--- config.mk ---
export PLATFORM = sky130hd
export DESIGN_NAME = qvr_divider
export DESIGN_NICKNAME = d
export VERILOG_FILES = /design/src/rtl/core/qvr_pkg.sv /design/src/rtl/core/qvr_divider.sv
export SDC_FILE = /design/constraint.sdc
export NUM_CORES = 2
export LEC_CHECK = 0
export BUFFER_PORTS_ARGS = -buffer_cell sky130_fd_sc_hd__buf_2
export CORE_ASPECT_RATIO = 0.7
export CORE_MARGIN = 10
export CORE_UTILIZATION = 35
export CTS_CLUSTER_DIAMETER = 200
export DETAILED_ROUTE_END_ITERATION = 6
export PLACE_DENSITY = 0.54
export REMOVE_ABC_BUFFERS = 1
export SETUP_SLACK_MARGIN = 0.5
export SKIP_CTS_REPAIR_TIMING = 1
export SLEW_MARGIN = 25
export SYNTH_ARGS = -nofsm -noshare
export SYNTH_HDL_FRONTEND = slang
export SYNTH_SLANG_ARGS = --single-unit
--- constraint.sdc ---
create_clock -name i_clk -period 6.44 [get_ports i_clk]
set_input_delay 0.966 -clock i_clk [delete_from_list [all_inputs] [get_ports i_clk]]
set_output_delay 0.966 -clock i_clk [all_outputs]
set_load 0.02 [all_outputs]
--- src/rtl/core/qvr_pkg.sv ---
// Shared widths, pipeline depths and lane types of the quaternion rotation unit.
// Depends on nothing.
package qvr_pkg;

    localparam int VW       = 16;   // vector / quaternion component width
    localparam int MAG_W    = 51;   // magnitude of one rotated lane, scale 2^-36
    localparam int NUM_W    = 52;   // rounded dividend 2*mag + n
    localparam int DEN2_W   = 34;   // twice the squared norm
    localparam int QB       = 17;   // quotient bits resolved by the divider
    localparam int LAT_PROD = 4;
    localparam int LAT_DIV  = QB + 2;
    localparam int LAT      = LAT_PROD + LAT_DIV;

    // Sign and magnitude of one unscaled rotated component
    typedef struct packed {
        logic             neg;
        logic [MAG_W-1:0] mag;
    } t_lane;

    // Product pipeline result handed to the dividers
    typedef struct packed {
        t_lane             x;
        t_lane             y;
        t_lane             z;
        logic [DEN2_W-1:0] den2;
        logic              zero;
    } t_prod;

endpackage

--- src/rtl/core/qvr_divider.sv ---
// Pipelined restoring divider, one quotient bit per stage, with rounding
// to nearest and 16-bit saturation. Depends on qvr_pkg.
module qvr_divider
    import qvr_pkg::*;
(
    input  logic                 i_clk,
    input  logic                 i_en,
    input  t_lane                i_lane,
    input  logic [DEN2_W-1:0]    i_den2,
    output logic signed [VW-1:0] o_quot
);

    logic [NUM_W-1:0]  r_rem  [QB+1];
    logic [QB-1:0]     r_quo  [QB+1];
    logic [DEN2_W-1:0] r_dv   [QB+1];
    logic              r_neg  [QB+1];
    logic              r_ovf  [QB+1];
    logic [NUM_W-1:0]  n_num;
    logic [NUM_W-1:0]  n_top;
    logic signed [VW-1:0] r_res;

    // Rounded dividend 2*mag + n; the quotient over 2n then rounds half away
    assign n_num = {i_lane.mag, 1'b0} + NUM_W'(i_den2[DEN2_W-1:1]);
    assign n_top = NUM_W'(i_den2) << QB;

    // Stage 0: flag quotients that cannot fit the resolved bits
    always_ff @(posedge i_clk) begin
        if (i_en) begin
            r_rem[0] <= n_num;
            r_quo[0] <= '0;
            r_dv[0]  <= i_den2;
            r_neg[0] <= i_lane.neg;
            r_ovf[0] <= (n_num >= n_top);
        end
    end

    // One compare and subtract per stage, most significant bit first
    for (genvar s = 0; s < QB; s++) begin : g_bit
        localparam int K = QB - 1 - s;
        logic [NUM_W-1:0] w_trial;
        logic             w_ge;

        assign w_trial = NUM_W'(r_dv[s]) << K;
        assign w_ge    = (r_rem[s] >= w_trial);

        always_ff @(posedge i_clk) begin
            if (i_en) begin
                r_rem[s+1] <= w_ge ? (r_rem[s] - w_trial) : r_rem[s];
                r_quo[s+1] <= w_ge ? (r_quo[s] | (QB'(1) << K)) : r_quo[s];
                r_dv[s+1]  <= r_dv[s];
                r_neg[s+1] <= r_neg[s];
                r_ovf[s+1] <= r_ovf[s];
            end
        end
    end

    // Final stage: apply sign and saturate
    always_ff @(posedge i_clk) begin
        if (i_en) begin
            if (r_neg[QB]) begin
                if (r_ovf[QB] || (r_quo[QB] > QB'(32768))) begin
                    r_res <= VW'(16'h8000);
                end else begin
                    r_res <= VW'(-$signed({1'b0, r_quo[QB]}));
                end
            end else begin
                if (r_ovf[QB] || (r_quo[QB] > QB'(32767))) begin
                    r_res <= VW'(16'h7FFF);
                end else begin
                    r_res <= r_quo[QB][VW-1:0];
                end
            end
        end
    end

    assign o_quot = r_res;

endmodule

# After elaboration in Yosys (flattened, before gate mapping)
# Memories as Yosys holds them, arrays and structs flattened.
# Index checks and enable logic that the tools add are counted.
# Widths: inputs -> output; s select.
dict set report classes {
  magnitude_cmp 20
  add_sub_neg 19
  reduce_logical 2
  mux 39
}
# cell n
set ops {}
lappend ops {{$mux 52} 17}
lappend ops {{$mux 16} 4}
lappend ops {{$add 52x33->52} 1}
lappend ops {{$ge 52x34->1} 1}
lappend ops {{$ge 52x35->1} 1}
lappend ops {{$ge 52x36->1} 1}
lappend ops {{$ge 52x37->1} 1}
lappend ops {{$ge 52x38->1} 1}
lappend ops {{$ge 52x39->1} 1}
lappend ops {{$ge 52x40->1} 1}
lappend ops {{$ge 52x41->1} 1}
lappend ops {{$ge 52x42->1} 1}
lappend ops {{$ge 52x43->1} 1}
lappend ops {{$ge 52x44->1} 1}
lappend ops {{$ge 52x45->1} 1}
lappend ops {{$ge 52x46->1} 1}
lappend ops {{$ge 52x47->1} 1}
lappend ops {{$ge 52x48->1} 1}
lappend ops {{$ge 52x49->1} 1}
lappend ops {{$ge 52x50->1} 1}
lappend ops {{$ge 52x51->1} 1}
lappend ops {{$sub 52x34->52} 1}
lappend ops {{$sub 52x35->52} 1}
lappend ops {{$sub 52x36->52} 1}
lappend ops {{34 further kinds} 37}
dict set report word_totals {
  word_cells 86
  output_inout_bits 16
  n_memories 5
  ram_bits 1890
  regBits 16
}
# name words word_bits rd rd_clocked_by_memory_dff write_ports line
set memory_table {}
lappend memory_table {r_rem 18 52 17 0 18 qvr_divider.sv:13} ;# logic [NUM_W-1:0] r_rem [QB+1];
lappend memory_table {r_dv 18 34 17 0 18 qvr_divider.sv:15} ;# logic [DEN2_W-1:0] r_dv [QB+1];
lappend memory_table {r_quo 18 17 18 0 18 qvr_divider.sv:14} ;# logic [QB-1:0] r_quo [QB+1];
lappend memory_table {r_neg 18 1 18 0 18 qvr_divider.sv:16} ;# logic r_neg [QB+1];
lappend memory_table {r_ovf 18 1 18 0 18 qvr_divider.sv:17} ;# logic r_ovf [QB+1];

# Depth between registers and ports, before layout
# An unclocked memory read counts as a cell.
dict set report logic_depth {
  depth_word 5
  ltp_mapped 24
  depth_no_buf 24
}

# Worst setup path before layout
# No wires, ideal clock.
dict set report synth_path {
  kind {in2reg}
  start {input i_lane[0] (netlist name)}
  end {memory r_ovf[0], data pin}
  setup_ns 0.129
  slack_ns 0.115
  path_buffers 0
  arrival_ns 6.196
  t_required_ns 6.311
  stages 24
  path_cell_list {ha_1 -> fa_1 -> a21o_1 -> a221oi_2 -> nor2_1 -> o21ai_0 -> o31a_1 -> o21ai_0 -> a41oi_1 -> a311o_1 -> nor3_1 -> nand3_1 -> xnor2_1 -> ha_1 -> nand3_1 -> or2_2 -> nor3_1 -> nand4_1 -> or4_1 -> or3_1 -> or4_1 -> or4_1 -> nor3_1 -> or3_1}
}
# item line
set synth_rtl {}
lappend synth_rtl {{start, declared} qvr_divider.sv:8} ;# input t_lane i_lane,
lappend synth_rtl {{end, declared} qvr_divider.sv:17}

==> impl_metrics.csv <==
group,metric,value,unit
run_status,outcome,"finished, final reports clean",
timing,drv_slew,0,
timing,tightest_slew,1.155,ns
power_and_ir_drop,power.density,437.0,mW/mm^2
synth,synthCells,8273,
grt,grt-ovfl-total,0,
clocking,numCtsBuffers,176,
die,die_h,449.1,um
critical_path,critical_path.max_stage_delay,0.50,ns
worst_hold_path,hp-class,"flip-flop to flip-flop",
final_layout,areaGrowthSynthToFinish,13.03,%
die,ios,104,
synth,yosysTopAreaCellShare,53.82,%
synth,syn_area,0.09206,sq mm
critical_path,critPathKind,"input port to flip-flop",
place,io_buffer_count,103,
final_layout,layout.cell_area.non_filler,0.1041,sq mm
clocking,worstSkewPairLatency,0.86,ns
clocking,path_clk_slew,0.06,ns
worst_hold_path,holdPathEnd,"r_quo[15][15]",
die,die_area,0.2843,sq mm
drt,vias,63300,
place,dp_slack,-0.9755,ns
final_layout,antenna_cells,0,
grt,grt_max_degree,166,
place,place_inst,11890,
die,rows,157,
drt,wl_per_cell,18.87,um
clocking,clock_sinks,1650,
place,place_hpwl,177.6,mm
synth,synth.ff_latch_count,1650,
critical_path,cp_slowest_cell,"or4_1",
die,coreArea,0.2617,sq mm
die,initial_utilization,35.18,%
timing,setup_slack,0.3959,ns
timing,skew,0.06883,ns
worst_hold_path,hp-start,"r_quo[14][15]",
timing,layout_min_cycle_time,6.044,ns
grt,grt_antenna_before_repair,3,
synth,yosysUniqueCellTypes,103,
critical_path,cp.required,7.11,ns
place,gp_congestion,0.8994,
critical_path,rr_worst_depth,13,
place,placed_area,0.09804,sq mm
power_and_ir_drop,vdd_drop_max,208.0,uV
critical_path,critPathLaunchType,"input port",
drt,route.detailed.drc,0,
synth,synth_edf_count,1650,
grt,grt_pass1_vias,61190,
final_layout,multi_input_area,0.03910,sq mm
synth,synthFlopType,"edfxtp_1",
clocking,htree_levels,4,
synth,async_flop_share,0,%
timing,rsz0062_at_grt,"true",
critical_path,rrSetupSlack,1.47,ns
critical_path,crit_fanout,5,
timing,finalHoldViolCount,0,
timing,setup_viol,0,
drt,antenna_left,0,
final_layout,final_nets,9331,
die,die_x,633,um
job,drv_cap,0,
timing,relSlewSlack,22.98,%
drt,vias_per_cell,5.183,
clocking,cts.path.max_buffers,4,
drt,drtPass1Iterations,6,
drt,drt_iter0_markers,5246,
timing,fin_crit_sh,93.85,%
synth,synth_area_leaders,"edfxtp_1 54%, ha_1 8.8%, a21oi_1 3.8%",
power_and_ir_drop,p_leak,41.44,nW
final_layout,stdcell_count,12210,
clocking,cts_tree,"done",
synth,avgSynthCellArea,11.13,sq um
final_layout,postLayoutCoreUtil,39.77,%
drt,wl,230.5,mm
synth,synth_top_area_cell,"edfxtp_1",
timing,tns,0,ns
final_layout,n_fill_cell,24940,
critical_path,path_common_cell,"buf_4",
timing,fmax,165.5,MHz
grt,grt_pass1_wl,358.5,mm
final_layout,drive_above_1_share,9.020,%
critical_path,worstReg2RegEnd,"r_rem[15][13]",
critical_path,reg2reg_from,"r_dv[14][2]",
final_layout,register_area,0.04955,sq mm
clocking,cts_root_buf,"clkbuf_16",
synth,yosysSeqAreaShare,53.82,%
grt,grt_util_all_layers,15.67,%
critical_path,cp-end-kind,"flip-flop",
synth,synth_warnings,0,
worst_hold_path,worstHoldPathCells,0,
critical_path,arrival,6.72,ns
sequential cells by signal, summed over array words and instances (netlist names):
register / cells
r_neg: 18
r_dv: 578
r_ovf: 18
o_quot: 16
r_rem: 867
r_quo: 153
per-stage QoR:
stage,total power [mW],hold WS [ns]
finish,45.48,0.3513
global route,48.59,0.3015
CTS,45.64,0.2841
detailed placement,34.94,0.4045
global placement,34.71,0.4021
floorplan,29.89,0.4003
power by group:
| group | internal (mW) | switching, mW |
|---|---|---|
| logic | 7.69 | 10.3 |
| clock network | 6.11 | 4.31 |
| registers | 15.4 | 1.68 |
| total | 29.2 | 16.3 |
cells in the mapped netlist, types with 92 or more instances:
library cell and count:
mux2_2 92, xnor2_1 362, edfxtp_1 1650, nor3_1 133, inv_1 785, clkbuf_1 136
nor2_1 515, xor2_1 295, nand4_1 107, o21ai_0 548, nand2_1 630, nand3_1 148
ha_1 646, a21o_1 358, a21oi_1 696
final cells by class:
type | count | share of cell area, %
Sequential cell | 1650 | 47.61
Multi-Input combinational cell | 5655 | 37.57
Clock buffer | 200 | 4.401
Tap cell | 3498 | 4.206
Inverter | 787 | 2.839
Timing Repair Buffer | 310 | 2.172
Clock inverter | 112 | 1.195
layout by cell type (no fill, tap or decap), types with 102 or more instances in the layout:
| cell | instances |
|---|---|
| nor2_1 | 514 |
| nand3_1 | 145 |
| o21ai_0 | 544 |
| nand4_1 | 107 |
| ha_1 | 644 |
| a21o_1 | 358 |
| inv_1 | 785 |
| a21oi_1 | 694 |
| nand2_1 | 630 |
| xnor2_1 | 361 |
| buf_4 | 193 |
| nor3_1 | 128 |
| xor2_1 | 295 |
| edfxtp_1 | 1650 |
| clkbuf_16 | 180 |
| buf_2 | 102 |
kinds of logic after synthesis:
logic type / synth area share [%]
DFF: 53.82
xor gates and xnor gates: 6.250
AOI/OAI and AO/OA: 14.73
buffers and inverters: 4.008
muxes: 1.180
and+or+nand+nor: 10.86
adders and majority gates: 9.149
worst max-delay path by stage:
stage	slack, ns	start	end	cells after the start
6_report	0.40	i_lane[1]	r_ovf[0]	29
5_1_grt	0.18	i_den2[3]	r_ovf[0]	29
4_1_cts	-0.11	i_den2[2]	r_ovf[0]	27
3_5_place_dp	-0.98	i_den2[2]	r_ovf[0]	27
3_3_place_gp	-0.93	i_den2[2]	r_ovf[0]	27
2_1_floorplan	-1.11	r_rem[2][33]	r_rem[3][39]	11
routing by layer:
layer | GRT usage, % | part of all wire, % | up-vias | routed length [um]
li1 | - | - | 31030 | -
met1 | 23.83 | 51 | 30350 | 117300
met2 | 22.79 | 41 | 1561 | 94340
met3 | 2.524 | 5.2 | 350 | 11880
met4 | 4.435 | 3.0 | 2 | 6928
met5 | 0 | 0.0061 | - | 14
critical path: cells and delay by family:
kind                     cells  cell delay (ns)
AND/OR/NAND/NOR             14             3.03
AO/OA/AOI/OAI                6             1.06
buffers and inverters        6             0.88
adder cells (fa/ha/maj)      2             0.62
XOR/XNOR                     1             0.16
(Power assumes the default switching activity.)
